--- config.mk ---
export PLATFORM = sky130hd
export DESIGN_NAME = lcf_front
export DESIGN_NICKNAME = d
export VERILOG_FILES = /design/src/hw/rtl/lcf_pkg.sv /design/src/hw/rtl/lcf_front.sv
export SDC_FILE = /design/constraint.sdc
export NUM_CORES = 1
export LEC_CHECK = 0
export ABC_AREA = 1
export ABC_CLOCK_PERIOD_IN_PS = 1900
export BUFFER_PORTS_ARGS = -buffer_cell sky130_fd_sc_hd__buf_2
export CAP_MARGIN = 25
export CELL_PAD_IN_SITES_DETAIL_PLACEMENT = 1
export CELL_PAD_IN_SITES_GLOBAL_PLACEMENT = 2
export CORE_ASPECT_RATIO = 0.75
export CORE_MARGIN = 4
export CORE_UTILIZATION = 19
export DETAILED_ROUTE_END_ITERATION = 8
export HOLD_SLACK_MARGIN = 0.02
export MAX_ROUTING_LAYER = met4
export PLACE_DENSITY_LB_ADDON = 0.2
export SYNTH_ARGS = -nofsm -noshare
export SYNTH_HDL_FRONTEND = slang
export SYNTH_SLANG_ARGS = --single-unit
--- constraint.sdc ---
create_clock -name clock -period 1.9 [get_ports clock]
set_input_delay 0.475 -clock clock [delete_from_list [all_inputs] [get_ports clock]]
set_output_delay 0.475 -clock clock [all_outputs]
set_load 0.01 [all_outputs]
--- src/hw/rtl/lcf_pkg.sv ---
package lcf_pkg;

   // Kernel length the storage is built for, and the widest tap count that a
   // configuration write takes effect up to.
   localparam int TAPS      = 16;
   localparam int MAX_TAPS  = 16;
   localparam int LANES     = (TAPS < MAX_TAPS) ? TAPS : MAX_TAPS;
   localparam int KIDX_W    = $clog2(LANES);
   localparam int GROUPS    = (LANES + 3) / 4;

   localparam int TAP_W     = 5;
   localparam int IDX_W     = 4;
   localparam int SAMPLE_W  = 16;
   localparam int PROD_W    = 32;
   localparam int GROUP_W   = 34;
   localparam int RESULT_W  = 36;

   localparam int QDEPTH    = 4;
   localparam int QPTR_W    = $clog2(QDEPTH);
   localparam int QCNT_W    = $clog2(QDEPTH + 1);

   localparam logic       CMD_LOAD   = 1'b0;
   localparam logic       CMD_SAMPLE = 1'b1;
   localparam logic [TAP_W-1:0] TAP_COUNT_RESET = TAP_W'(MAX_TAPS);

   // One unit of work for the back end: a kernel write or one shift of the
   // delay line with its sum of products.
   typedef struct packed {
      logic                       is_load;
      logic [IDX_W-1:0]           index;
      logic signed [SAMPLE_W-1:0] value;
      logic                       last;
   } op_type;

   // Tap count in use: at least one, at most the number of lanes built.
   function automatic logic [TAP_W-1:0] eff_taps(input logic [TAP_W-1:0] tap_count);
      logic [TAP_W-1:0] t;
      t = tap_count;
      if (t == '0) begin
         t = TAP_W'(1);
      end
      if (t > TAP_W'(LANES)) begin
         t = TAP_W'(LANES);
      end
      return t;
   endfunction

endpackage

--- src/hw/rtl/lcf_front.sv ---
module lcf_front
   import lcf_pkg::*;
(
   input  logic                       clock,
   input  logic                       reset,
   input  logic [TAP_W-1:0]           tap_count,
   input  logic                       req_valid,
   output logic                       req_stall,
   input  logic                       req_cmd,
   input  logic [IDX_W-1:0]           req_coef_index,
   input  logic signed [SAMPLE_W-1:0] req_value,
   input  logic                       req_last_sample,
   output logic                       push,
   output op_type                     push_op,
   input  logic                       full
);

   logic [TAP_W-1:0] flush_cnt_ff, flush_cnt_in;
   logic [TAP_W-1:0] taps;
   logic             flushing;
   logic             accept;

   assign taps      = eff_taps(tap_count);
   assign flushing  = (flush_cnt_ff != '0);
   assign req_stall = full || flushing;
   assign accept    = req_valid && !req_stall;

   always_comb begin
      flush_cnt_in    = flush_cnt_ff;
      push            = 1'b0;
      push_op.is_load = (req_cmd == CMD_LOAD);
      push_op.index   = req_coef_index;
      push_op.value   = req_value;
      push_op.last    = (req_cmd == CMD_SAMPLE) && req_last_sample && (taps == TAP_W'(1));
      if (flushing) begin
         // tail: feed zeros, mark the final one
         push_op.is_load = 1'b0;
         push_op.value   = '0;
         push_op.last    = (flush_cnt_ff == TAP_W'(1));
         if (!full) begin
            push         = 1'b1;
            flush_cnt_in = flush_cnt_ff - TAP_W'(1);
         end
      end else if (accept) begin
         push = 1'b1;
         if ((req_cmd == CMD_SAMPLE) && req_last_sample) begin
            flush_cnt_in = taps - TAP_W'(1);
         end
      end
   end

   always_ff @(posedge clock) begin
      if (reset) begin
         flush_cnt_ff <= '0;
      end else begin
         flush_cnt_ff <= flush_cnt_in;
      end
   end

`ifndef NO_ASSERTIONS
   a_flush_bounded: assert property (@(posedge clock) disable iff (reset)
      flush_cnt_ff < TAP_W'(LANES))
      else $error("tail counter out of range");
`endif

endmodule

Yosys cells after proc, flatten, opt, wreduce, memory -nomap -nowiden

Index checks and enable logic that the tools add are counted.

Add/sub/neg operators: 2
Magnitude comparators: 1
Equality and inequality tests: 3
Muxes and demuxes: 11
Bitwise gates (word level): 1
Reductions and logical operators: 10

Operators by type and width:

| kind                  | count |
|---|---|
| $mux W5               | 6 |
| $mux W17              | 1 |
| $eq A5 B1 Y1 const B  | 2 |
| $sub A5 B1 Y5 const B | 2 |
| $gt A5 B5 Y1 const B  | 1 |
| $logic_not A5 Y1      | 1 |
| $reduce_bool A5 Y1    | 1 |
| $mux W1               | 4 |
| $reduce_bool A2 Y1    | 2 |
| $logic_and A1 B1 Y1   | 3 |
| $reduce_and A3 Y1     | 1 |
| $ne A2 B2 Y1 const B  | 1 |
| $logic_not A1 Y1      | 1 |
| $logic_or A1 B1 Y1    | 1 |
| $not A1 Y1            | 1 |

Register bits after elaboration: 5
Bits of input ports: 31
Logic and storage cells: 29

Depth between registers and ports, before layout

Depth in word-level cells: 8
Depth in mapped cells: 10
Mapped depth without buffers: 10

Least setup slack after synthesis

Ideal clock, no wire load.

Path type: flip-flop to output port
From: register flush_cnt_ff[1]
To: output port push_op[0] (netlist name)
Arrival time: 1301 ps
Setup slack: 124 ps
Stages on the path, launching flop included: 8
Buffers on the path: 1
Path through: dfxtp_1 inv_1 ha_1 inv_2 nor2_4 nand2_2 buf_6 o21ai_0

RTL lines:

| what                     | line            | RTL |
|---|---|---|
| start: declaration       | lcf_front.sv:18 | `logic [TAP_W-1:0] flush_cnt_ff, flush_cnt_in;` |
| start signal: assignment | lcf_front.sv:56 | `flush_cnt_ff <= flush_cnt_in;` |
| end: declaration         | lcf_front.sv:14 | `output op_type push_op,` |

==> summary.md <==
| Metric | Value |
|---|---|
| Run status | completed |
| Num CTS Buffers | 3 |
| Max Freq | roughly 530 MHz |
| Final Instance Count excl. Fillers | approximately 240 |
| DR vias | about 970 |
| DRC | 0 |
| Clock buffer depth | 2 |
| Clock network fraction of total power | 6.7% |
| Hold buffers post-CTS | 0 |
| Register area share after synthesis | between 10 and 15% |
| Final setup fails | 0 |
| GR Overflow Total | 0 |
| P_leak | 0.794 nW |
| Antenna diodes | 0 |
| Die width | about 80 microns |
| FF+latch count, synth | 5 |
| Startpoint types | flip-flop |
| DRT Pass-1 Iters | 4 |
| Routed wire length | 2920 microns |
| Sequential Power Share | under 10% |
| Commonest cells in the synthesized netlist | 28 x inv_1, 20 x nand2_1, 14 x nor2_1 |
| Area grow syn2layout | 90.3% |
| Number of cells after detailed placement | about 230 |
| Final Wtd Congestion | roughly 0.8 |
| Power per cell area | 2000 mW/mm^2 |
| Iter 0 DRT Violations | 9 |
| PortBufs | 46 |
| WHS Path Cells | 2 |
| Logic pwr share | 86.7% |
| Clk slew on worst S/H paths | approximately 0.04 ns |
| Routed Antenna Nets | 0 |
| Synthesized cell area | approximately 800 sq um |
| Hold path endpoint | flush_cnt_ff[4] |
| CTS tree | yes |
| Nets | roughly 230 |
| Dominant cells by area after synthesis | nor2_4 16%, inv_1 13%, dfxtp_1 13%, nand2_1 9.6%, nor2_1 6.7% |
| Syn_nets | around 160 |
| # clock sinks | 5 |
| HPWL Detailed | roughly 2200 microns |
| Height of the die | approximately 64 microns |
| R2R depth | 11 |
| Largest regs | flush_cnt_ff: 5 flops |
| Clock Latency Late Sink | 0.22 ns |
| Maxcap violations | 0 |
| Worst path required time | approximately 1.4 ns |
| Vias/cell | ~4.0 |
| Worst-path fanout max | 5 |
| Slack of the worst reg-to-reg path | ~0.36 ns |
| Largest reg by FF count | flush_cnt_ff |
| Final Cycle Share | 99.4% |
| Worst slew pin tran | between 0.2 and 0.25 ns |
| Die Area | 0.00523 sq mm |
| CP arrival | 1.41 ns |
| Post-synth top area share | 15.8% |
| Initial antenna violation count | 0 |
| Final hold vios | 0 |
| CTS root buf | clkbuf_8 |
| Largest net degree at the start of global routing | 9 |
| Slew Limit Fails | 0 |
| Critical Setup Path Class | flip-flop to output port |
| Most used DFF post-synth | dfxtp_1 |
| Max reg flops | 5 |
| Slew Limit Headroom | between 80% and 90% |
| Unrepaired setup endpoints after global routing | yes |
| Distinct cells, synth | 24 |
| GRT Total Usage | ~11% |
| # rows | 19 |
| Area leader, netlist | nor2_4 |
| Worst reg2reg path startpoint | flush_cnt_ff[0] |
| Net Sw Frac | a little under half |
| Syn. warnings | 0 |
| First-pass GRT wire length | roughly 4500 microns |
| Peak supply drop | ~0.00084 V |
| Syn Inst Count | between 100 and 150 |
| Clk_skew | 0.00433 ns |
| Share of flip-flops with an asynchronous set or reset | 0% |
| # IOs | between 50 and 60 |
| Vias in the first global route | about 1.1k |
| Initial Util | roughly a fifth |
| EDFF count, synth | 0 |
| Wire per inst | around 12 microns |
| HP Start | reset |
| Placeable Area | 0.00380 sq mm |
| NetSw | ~1.4 mW |
| Final min period | 1.89 ns |
| P_int | 1.58 mW |
| Most common cell in the netlist | inv_1 |
| Post-layout util | between 30% and 40% |
| H-Tree Depth | 1 |
| Avg Cell Area, Syn | approximately 6.4 sq um |
| Share of cells above drive strength 1 | about 59% |
| HP Class | primary input to flip-flop |
| Setup crit end kind | output port |
| R2r endpoint | flush_cnt_ff[3] |
area by class of cell:
cell class	instances	area [sq um]
flip-flops and latches	5	101
clock buffers	4	45.0
fillers	486	2310
well taps	52	65.1
multi-input cells	80	602
inverters	31	131
repair buffers	70	548
worst max-delay path by stage:
stage | start | to | slack [ns] | cells past startpoint
2_1_floorplan | flush_cnt_ff[1] | push_op[0] | 0.12 | 7
3_3_place_gp | tap_count[3] | push_op[0] | -0.005 | 6
3_5_place_dp | tap_count[3] | push_op[0] | -0.03 | 10
4_1_cts | tap_count[1] | push_op[0] | -0.003 | 10
5_1_grt | flush_cnt_ff[0] | push_op[0] | -0.08 | 8
6_report | flush_cnt_ff[0] | push_op[0] | 0.01 | 8
cells by family after synthesis:
kind of cell             after synthesis  share of synthesized area, %
adder cells (fa/ha/maj)                4                          6.38
AND/OR/NAND/NOR                       60                          46.4
buffers and inverters                 37                          23.3
flip-flops                             5                          12.8
XOR/XNOR                               1                          1.12
AO/OA/AOI/OAI                         15                          10.0
per-layer routing:
| layer | routed length [microns] | vias up | GRT usage [%] |
|---|---|---|---|
| met3 | 246 | 0 | 3.56 |
| li1 | - | 496 | - |
| met1 | 1140 | 445 | 12.3 |
| met4 | 0 | 0 | 1.87 |
| met5 | 0 | - | - |
| met2 | 1530 | 33 | 19.7 |
power by group through the flow:
stage / clock, mW / sequential, mW / combinational [mW]
floorplan: 0 / 0.186 / 1.22
global placement: 0 / 0.192 / 1.70
detailed placement: 0 / 0.195 / 1.73
CTS: 0.206 / 0.200 / 2.17
global route: 0.217 / 0.208 / 2.82
finish: 0.199 / 0.198 / 2.59
worst max-delay path, cell delays in order (launching register included):
cell	delay, ns
dfxtp_2	0.32
inv_2	0.08
ha_4	0.15
inv_4	0.04
nor2_4	0.10
nand2_4	0.11
buf_6	0.14
o21ai_2	0.11
buf_2	0.13
per-stage QoR:
step                power (mW)  TNS [ns]  instance area (sq um)  worst slack, ns  hold WS (ns)
floorplan                 1.41         0                    785            0.124         0.460
global placement          1.89  -0.00531                   1120         -0.00531         0.488
detailed placement        1.92   -0.0262                   1120          -0.0262         0.499
CTS                       2.57  -0.00347                   1320         -0.00347         0.449
global route              3.24    -0.728                   1490          -0.0828         0.449
finish                    2.99         0                   1490           0.0114         0.459
placed cells by master, fill, tap and decap left out, types with 2 or more instances in the layout:
cell and count:
nor2_1 6, nand2_2 2, nand4_1 2, dfxtp_1 4, o21ai_1 5, buf_2 31
clkbuf_8 3, nand3_1 5, nor2_2 2, nand2_4 2, buf_6 18, inv_1 25
inv_2 4, a21oi_1 7, nor2_4 18, buf_4 19, nand3_2 2, o21ai_2 2
nand2_1 18, ha_2 2
what timing repair did:
item | CTS | global route
gates cloned | 1 | 0
endpoints found under the setup margin | 18 | 22
resized for setup | 19 | 34
setup buffers | 8 | 3
pin swaps | 7 | 5
Power figures use the tool's default switching activity.
