## src/hw/rtl/lcf_pkg.sv

```systemverilog
package lcf_pkg;

   // Kernel length the storage is built for, and the widest tap count that a
   // configuration write takes effect up to.
   localparam int TAPS      = 16;
   localparam int MAX_TAPS  = 16;
   localparam int LANES     = (TAPS < MAX_TAPS) ? TAPS : MAX_TAPS;
   localparam int KIDX_W    = $clog2(LANES);
   localparam int GROUPS    = (LANES + 3) / 4;

   localparam int TAP_W     = 5;
   localparam int IDX_W     = 4;
   localparam int SAMPLE_W  = 16;
   localparam int PROD_W    = 32;
   localparam int GROUP_W   = 34;
   localparam int RESULT_W  = 36;

   localparam int QDEPTH    = 4;
   localparam int QPTR_W    = $clog2(QDEPTH);
   localparam int QCNT_W    = $clog2(QDEPTH + 1);

   localparam logic       CMD_LOAD   = 1'b0;
   localparam logic       CMD_SAMPLE = 1'b1;
   localparam logic [TAP_W-1:0] TAP_COUNT_RESET = TAP_W'(MAX_TAPS);

   // One unit of work for the back end: a kernel write or one shift of the
   // delay line with its sum of products.
   typedef struct packed {
      logic                       is_load;
      logic [IDX_W-1:0]           index;
      logic signed [SAMPLE_W-1:0] value;
      logic                       last;
   } op_type;

   // Tap count in use: at least one, at most the number of lanes built.
   function automatic logic [TAP_W-1:0] eff_taps(input logic [TAP_W-1:0] tap_count);
      logic [TAP_W-1:0] t;
      t = tap_count;
      if (t == '0) begin
         t = TAP_W'(1);
      end
      if (t > TAP_W'(LANES)) begin
         t = TAP_W'(LANES);
      end
      return t;
   endfunction

endpackage

```

## src/hw/rtl/lcf_queue.sv

```systemverilog
module lcf_queue
   import lcf_pkg::*;
(
   input  logic   clock,
   input  logic   reset,
   input  logic   push,
   input  op_type push_op,
   output logic   full,
   input  logic   pop,
   output op_type head_op,
   output logic   empty
);

   op_type            mem_ff [QDEPTH];
   logic [QPTR_W-1:0] wr_ptr_ff, wr_ptr_in;
   logic [QPTR_W-1:0] rd_ptr_ff, rd_ptr_in;
   logic [QCNT_W-1:0] count_ff, count_in;

   assign full    = (count_ff == QCNT_W'(QDEPTH));
   assign empty   = (count_ff == '0);
   assign head_op = mem_ff[rd_ptr_ff];

   always_comb begin
      wr_ptr_in = push ? wr_ptr_ff + QPTR_W'(1) : wr_ptr_ff;
      rd_ptr_in = pop  ? rd_ptr_ff + QPTR_W'(1) : rd_ptr_ff;
      count_in  = count_ff;
      if (push && !pop) begin
         count_in = count_ff + QCNT_W'(1);
      end else if (pop && !push) begin
         count_in = count_ff - QCNT_W'(1);
      end
   end

   always_ff @(posedge clock) begin
      if (reset) begin
         wr_ptr_ff <= '0;
         rd_ptr_ff <= '0;
         count_ff  <= '0;
      end else begin
         wr_ptr_ff <= wr_ptr_in;
         rd_ptr_ff <= rd_ptr_in;
         count_ff  <= count_in;
      end
   end

   always_ff @(posedge clock) begin
      if (push) begin
         mem_ff[wr_ptr_ff] <= push_op;
      end
   end

`ifndef NO_ASSERTIONS
   a_no_overflow: assert property (@(posedge clock) disable iff (reset)
      push |-> !full)
      else $error("queue written while full");
   a_no_underflow: assert property (@(posedge clock) disable iff (reset)
      pop |-> !empty)
      else $error("queue read while empty");
   a_count_range: assert property (@(posedge clock) disable iff (reset)
      count_ff <= QCNT_W'(QDEPTH))
      else $error("queue count beyond depth");
`endif

endmodule

```

## config.mk

```make
export PLATFORM = sky130hd
export DESIGN_NAME = lcf_queue
export DESIGN_NICKNAME = d
export VERILOG_FILES = /design/src/hw/rtl/lcf_pkg.sv /design/src/hw/rtl/lcf_queue.sv
export SDC_FILE = /design/constraint.sdc
export NUM_CORES = 1
export LEC_CHECK = 0
export BUFFER_PORTS_ARGS = -buffer_cell sky130_fd_sc_hd__buf_2
export CAP_MARGIN = 40
export CELL_PAD_IN_SITES_DETAIL_PLACEMENT = 0
export CELL_PAD_IN_SITES_GLOBAL_PLACEMENT = 1
export CORE_ASPECT_RATIO = 2
export CORE_MARGIN = 4
export CORE_UTILIZATION = 40
export DETAILED_ROUTE_END_ITERATION = 16
export PLACE_DENSITY_LB_ADDON = 0.1
export SYNTH_ARGS = -nofsm -noshare
export SYNTH_HDL_FRONTEND = slang
export SYNTH_SLANG_ARGS = --single-unit
```

## constraint.sdc

```tcl
create_clock -name clock -period 1.7 [get_ports clock]
set_input_delay 0.425 -clock clock [delete_from_list [all_inputs] [get_ports clock]]
set_output_delay 0.425 -clock clock [all_outputs]
set_load 0.03 [all_outputs]
```

After elaboration in Yosys (flattened, before gate mapping)
Memory sizes are Yosys's and may differ from the RTL's. A register that Yosys moved wholly into a read port is not among the register bits. Cells that the tools add are included.

Latch bits: 0. Bits in read-only memories: 0. Output and inout port bits: 24. Bits in writable memories: 88. Flip-flop bits (word level): 7. Logic and storage cells: 21. Memories kept: 1. Bits of input ports: 26.

Reductions and logical operators: 6. Order comparisons: 0. Bitwise logic cells: 0. Mux-type cells: 6. Add/sub/neg operators: 4. Divide/modulo/power cells: 0. Multipliers: 0. Equality and inequality tests: 1. Shift operators: 0.

Memory list: mem_ff (depth 4, bits a word 22, rd ports 1, clocked after memory_dff 1, wr ports 1, RTL line lcf_queue.sv:14) `op_type mem_ff [QDEPTH];`.

Operator list (number): two-way mux 3 bit (2); adder 2 x 1 -> 2 bit, second input constant (2); two-way mux 2 bit (2); adder 3 x 1 -> 3 bit, second input constant (1); equality test 3 bit, second input constant (1); logical NOT 3 bit (1); subtractor 3 x 1 -> 3 bit, second input constant (1); logical AND 1 bit (2); logical NOT 1 bit (2); two-way mux 1 bit (2); nonzero test 2 bit (1).

Depth between registers and ports, before layout
Word-level depth: 4. Gate-level depth with buffers: 7. Gate-level depth less buffers: 7.

Least setup slack after synthesis
No wires, ideal clock.

Kind: input -> register. From: input pop. To: register count_ff[2]. Required time: 1.630 ns. Buffers on the path: 0. Slack: 0.015 ns. Cell stages on the path: 7. Arrival time: 1.615 ns. Cell sequence: inv_1 ha_1 inv_1 fa_1 xor2_1 or3_1 a21oi_1.

Cells in the longest elaborated chain, start to end: 3.

RTL lines: start, declared (RTL line lcf_queue.sv:9) `input logic pop,`; logical NOT 1 bit (RTL line lcf_queue.sv:27) `if (push && !pop) begin`; logical AND 1 bit (RTL line lcf_queue.sv:27); two-way mux 3 bit / nonzero test 2 bit (equally long branches); end signal, assigned (RTL line lcf_queue.sv:42) `count_ff <= count_in;`; end, declared (RTL line lcf_queue.sv:17) `logic [QCNT_W-1:0] count_ff, count_in;`.

Parallel ways exist; a longest one is shown, timed or not. A chain may end at the register's enable or synchronous reset.

==> impl_metrics.env <==
export IMPL_yosys_warnings=0
export IMPL_vdd_drop_max_mv=0.677
export IMPL_synth_top_cell_area_share_pct=73.3
export IMPL_cts_tree="yes"
export IMPL_p_switching_mw=1.31
export IMPL_crit_cells=3
export IMPL_grt_pass1_wl_microns=10300
export IMPL_synthMuxAreaShare_pct=14.5
export IMPL_wl_per_cell_microns=19.1
export IMPL_yosysTopAreaCell="edfxtp_1"
export IMPL_core_rowCount=48
export IMPL_vias=1698
export IMPL_dieArea_sq_um=10700
export IMPL_gp_congestion=0.702
export IMPL_switching_share_pct=24.2
export IMPL_max_stage_delay_ps=530
export IMPL_postRouteAntennaNets=0
export IMPL_clk_pin_slew_ps=60
export IMPL_first_pass_iters=3
export IMPL_crit_chain="buf_12, mux4_2, buf_6"
export IMPL_cp_endpoint="head_op[11]"
export IMPL_htreeDepth=3
export IMPL_path_buf_inv=2
export IMPL_yosys_area_share_simple_pct=2.05
export IMPL_worstRegToRegCells=4
export IMPL_grt_pass1_vias=1988
export IMPL_hold_path_class="in -> reg"
export IMPL_async_flop_share_pct=0
export IMPL_cp_required_ps=1270
export IMPL_finalHoldViolations=0
export IMPL_fin_util_pct=52.0
export IMPL_power_leakage_nw=1.59
export IMPL_ys_flop_type="edfxtp_1"
export IMPL_synth_top_family_by_area="multiplexers"
export IMPL_power_density_nw_per_um2=1200
export IMPL_layout_common_cells="edfxtp_1, buf_2, mux4_2, buf_6"
export IMPL_finClkSkew_ps=3.29
export IMPL_comb_power_share_pct=15.6
export IMPL_antennaDiodeCount=0
export IMPL_synth_edff_count=88
export IMPL_die_h_microns=142
export IMPL_numClockSinks=97
export IMPL_worstSkewPairLatency_ps=330
export IMPL_hpwl_microns=4490
export IMPL_fin_ws_ps=-280
export IMPL_critPathSlowestCell="mux4_2"
export IMPL_initial_core_util_pct=41.4
export IMPL_max_freq_mhz=505
export IMPL_grt_overflow=0
export IMPL_cap_violations=0
export IMPL_syn_inst=158
export IMPL_tightest_slew_ps=213
export IMPL_io_pins=50
export IMPL_drt_initial_drc_count=92
export IMPL_cts_buffer_depth=2
export IMPL_grt_usage_pct=13.4
export IMPL_critPathCaptureType="output port"
export IMPL_critPathTopFamily="multiplexers"
export IMPL_finalSetupViolCount=22
export IMPL_p_seq_share_pct=51.2
export IMPL_postCtsHoldBufs=0
export IMPL_drive_gt1_share_pct=44.2
export IMPL_syn_to_final_growth_pct=25.6
export IMPL_start_kind="flip-flop"
export IMPL_r2r_end="count_ff[2]"
export IMPL_core_area_sq_um=8710
export IMPL_rrSetupSlack_ps=190
export IMPL_layoutNonFillerInstCount=333
export IMPL_clock_root_buffer="clkbuf_16"
export IMPL_fin_crit_sh_pct=116
export IMPL_ys_ff_latch=97
export IMPL_synthXorXnorAreaFrac_pct=1.21
export IMPL_synth_seq_area_share_pct=78.3
export IMPL_holdWs_ps=311
export IMPL_syn_nets=190
export IMPL_synth_compound_area_share_pct=0.277
export IMPL_remaining_drc_errors=0
export IMPL_syn_avg_cell_area_sq_um=22.8
export IMPL_synth_adder_area_share_pct=2.29
export IMPL_final_net_count=260
export IMPL_status="complete, but fails checks"
export IMPL_antenna_found_initial=0
export IMPL_cts_buffers=9
export IMPL_maxSlewViolCount=0
export IMPL_final_common_cell="edfxtp_1"
export IMPL_rsz0062_at_grt="yes"
export IMPL_setup_worst_path_class="reg -> out"
export IMPL_placedCellCount=317
export IMPL_violations="setup timing"
export IMPL_syn_area_sq_um=3610
export IMPL_synth_area_leaders="edfxtp_1, mux4_2, dfxtp_1"
export IMPL_grt_max_degree=23
export IMPL_slew_headroom_pct=85.7
export IMPL_netlist_cell_type_count=21
export IMPL_wl_microns=6360
export IMPL_power_internal_mw=4.12
export IMPL_port_buffers=49
export IMPL_viasPerCell=5.10
export IMPL_whs_path_depth=1
export IMPL_worstPathArrival_ps=1560
export IMPL_reg2reg_from="count_ff[0]"
export IMPL_die_w_microns=75.2
export IMPL_power_share_clock_pct=33.2
export IMPL_period_needed_ps=1980
export IMPL_crit_fanout=7
## final cells by class
| cell class | instances | area (sq um) |
|---|---|---|
| Multi-Input combinational cell | 52 | 726 |
| Timing Repair Buffer | 64 | 566 |
| Sequential cell | 97 | 2830 |
| Fill cell | 715 | 4180 |
| Clock inverter | 7 | 46.3 |
| Inverter | 4 | 15.0 |
| Clock buffer | 9 | 225 |
| Tap cell | 100 | 125 |
## cells in the mapped netlist (2+ instances only)
master and count:
and2_1 4, edfxtp_1 88, xor2_1 3, ha_1 5, mux4_1 2, buf_2 2
xnor2_1 2, dfxtp_1 9, nor2_1 7, mux2i_1 2, buf_6 2, inv_1 4
mux4_2 20
## routing by layer
layer	vias to the layer above	track usage, %	part of all wire, %
met5	-	0	0
met4	0	4.98	1.6
met3	8	3.47	4.0
met2	39	23.9	59
met1	876	14.7	35
li1	775	-	-
## worst register-to-register path: stages, from the launching register on
cell and delay, ps:
dfxtp_1 360, fa_1 450, xor2_1 180, or3_1 300, a21oi_1 150
## worst min path at each step
| stage | start | slack, ps | endpoint |
|---|---|---|---|
| finish | push_op[10] | 310 | mem_ff[3][10] |
| global route | push_op[8] | 300 | mem_ff[0][8] |
| CTS | push_op[17] | 300 | mem_ff[0][17] |
| detailed placement | rd_ptr_ff[1] | 530 | rd_ptr_ff[1] |
| global placement | count_ff[2] | 470 | count_ff[2] |
| floorplan | count_ff[2] | 470 | count_ff[2] |
## state kept, by name, indices dropped and copies added (netlist names), named ones only
register   count
wr_ptr_ff      2
count_ff       3
mem_ff        88
rd_ptr_ff      2
## cell families (layout without fill, tap and decap cells)
group                    after synthesis  in the layout
adder cells (fa/ha/maj)                6              6
XOR/XNOR                               5              5
multiplexers                          24             24
buffers and inverters                  9             84
AO/OA/AOI/OAI                          2              2
flip-flops                            97             97
AND/OR/NAND/NOR                       15             15
## what timing repair did
item                                    4_1_cts  5_1_grt
resized for setup                            54        1
endpoints found under the setup margin       22       22
setup buffers                                 0        0
## power groups by stage
stage	Clock, mW	Combinational (mW)	Sequential, mW
floorplan	0	0.481	2.82
global route	1.96	0.906	2.79
finish	1.80	0.846	2.78
detailed placement	0	0.734	2.83
CTS	1.86	0.864	2.78
global placement	0	0.709	2.82
## metrics by stage
step | setup slack, ps | setup TNS (ps) | cell area [sq um] | total power [mW]
2_1_floorplan | 14.8 | 0 | 3610 | 3.30
3_3_place_gp | -106 | -106 | 4090 | 3.53
3_5_place_dp | -191 | -250 | 4090 | 3.57
4_1_cts | -328 | -6400 | 4520 | 5.50
5_1_grt | -330 | -6820 | 4530 | 5.66
6_report | -280 | -5750 | 4530 | 5.43
Note: power is estimated with default switching activity, not from simulation.
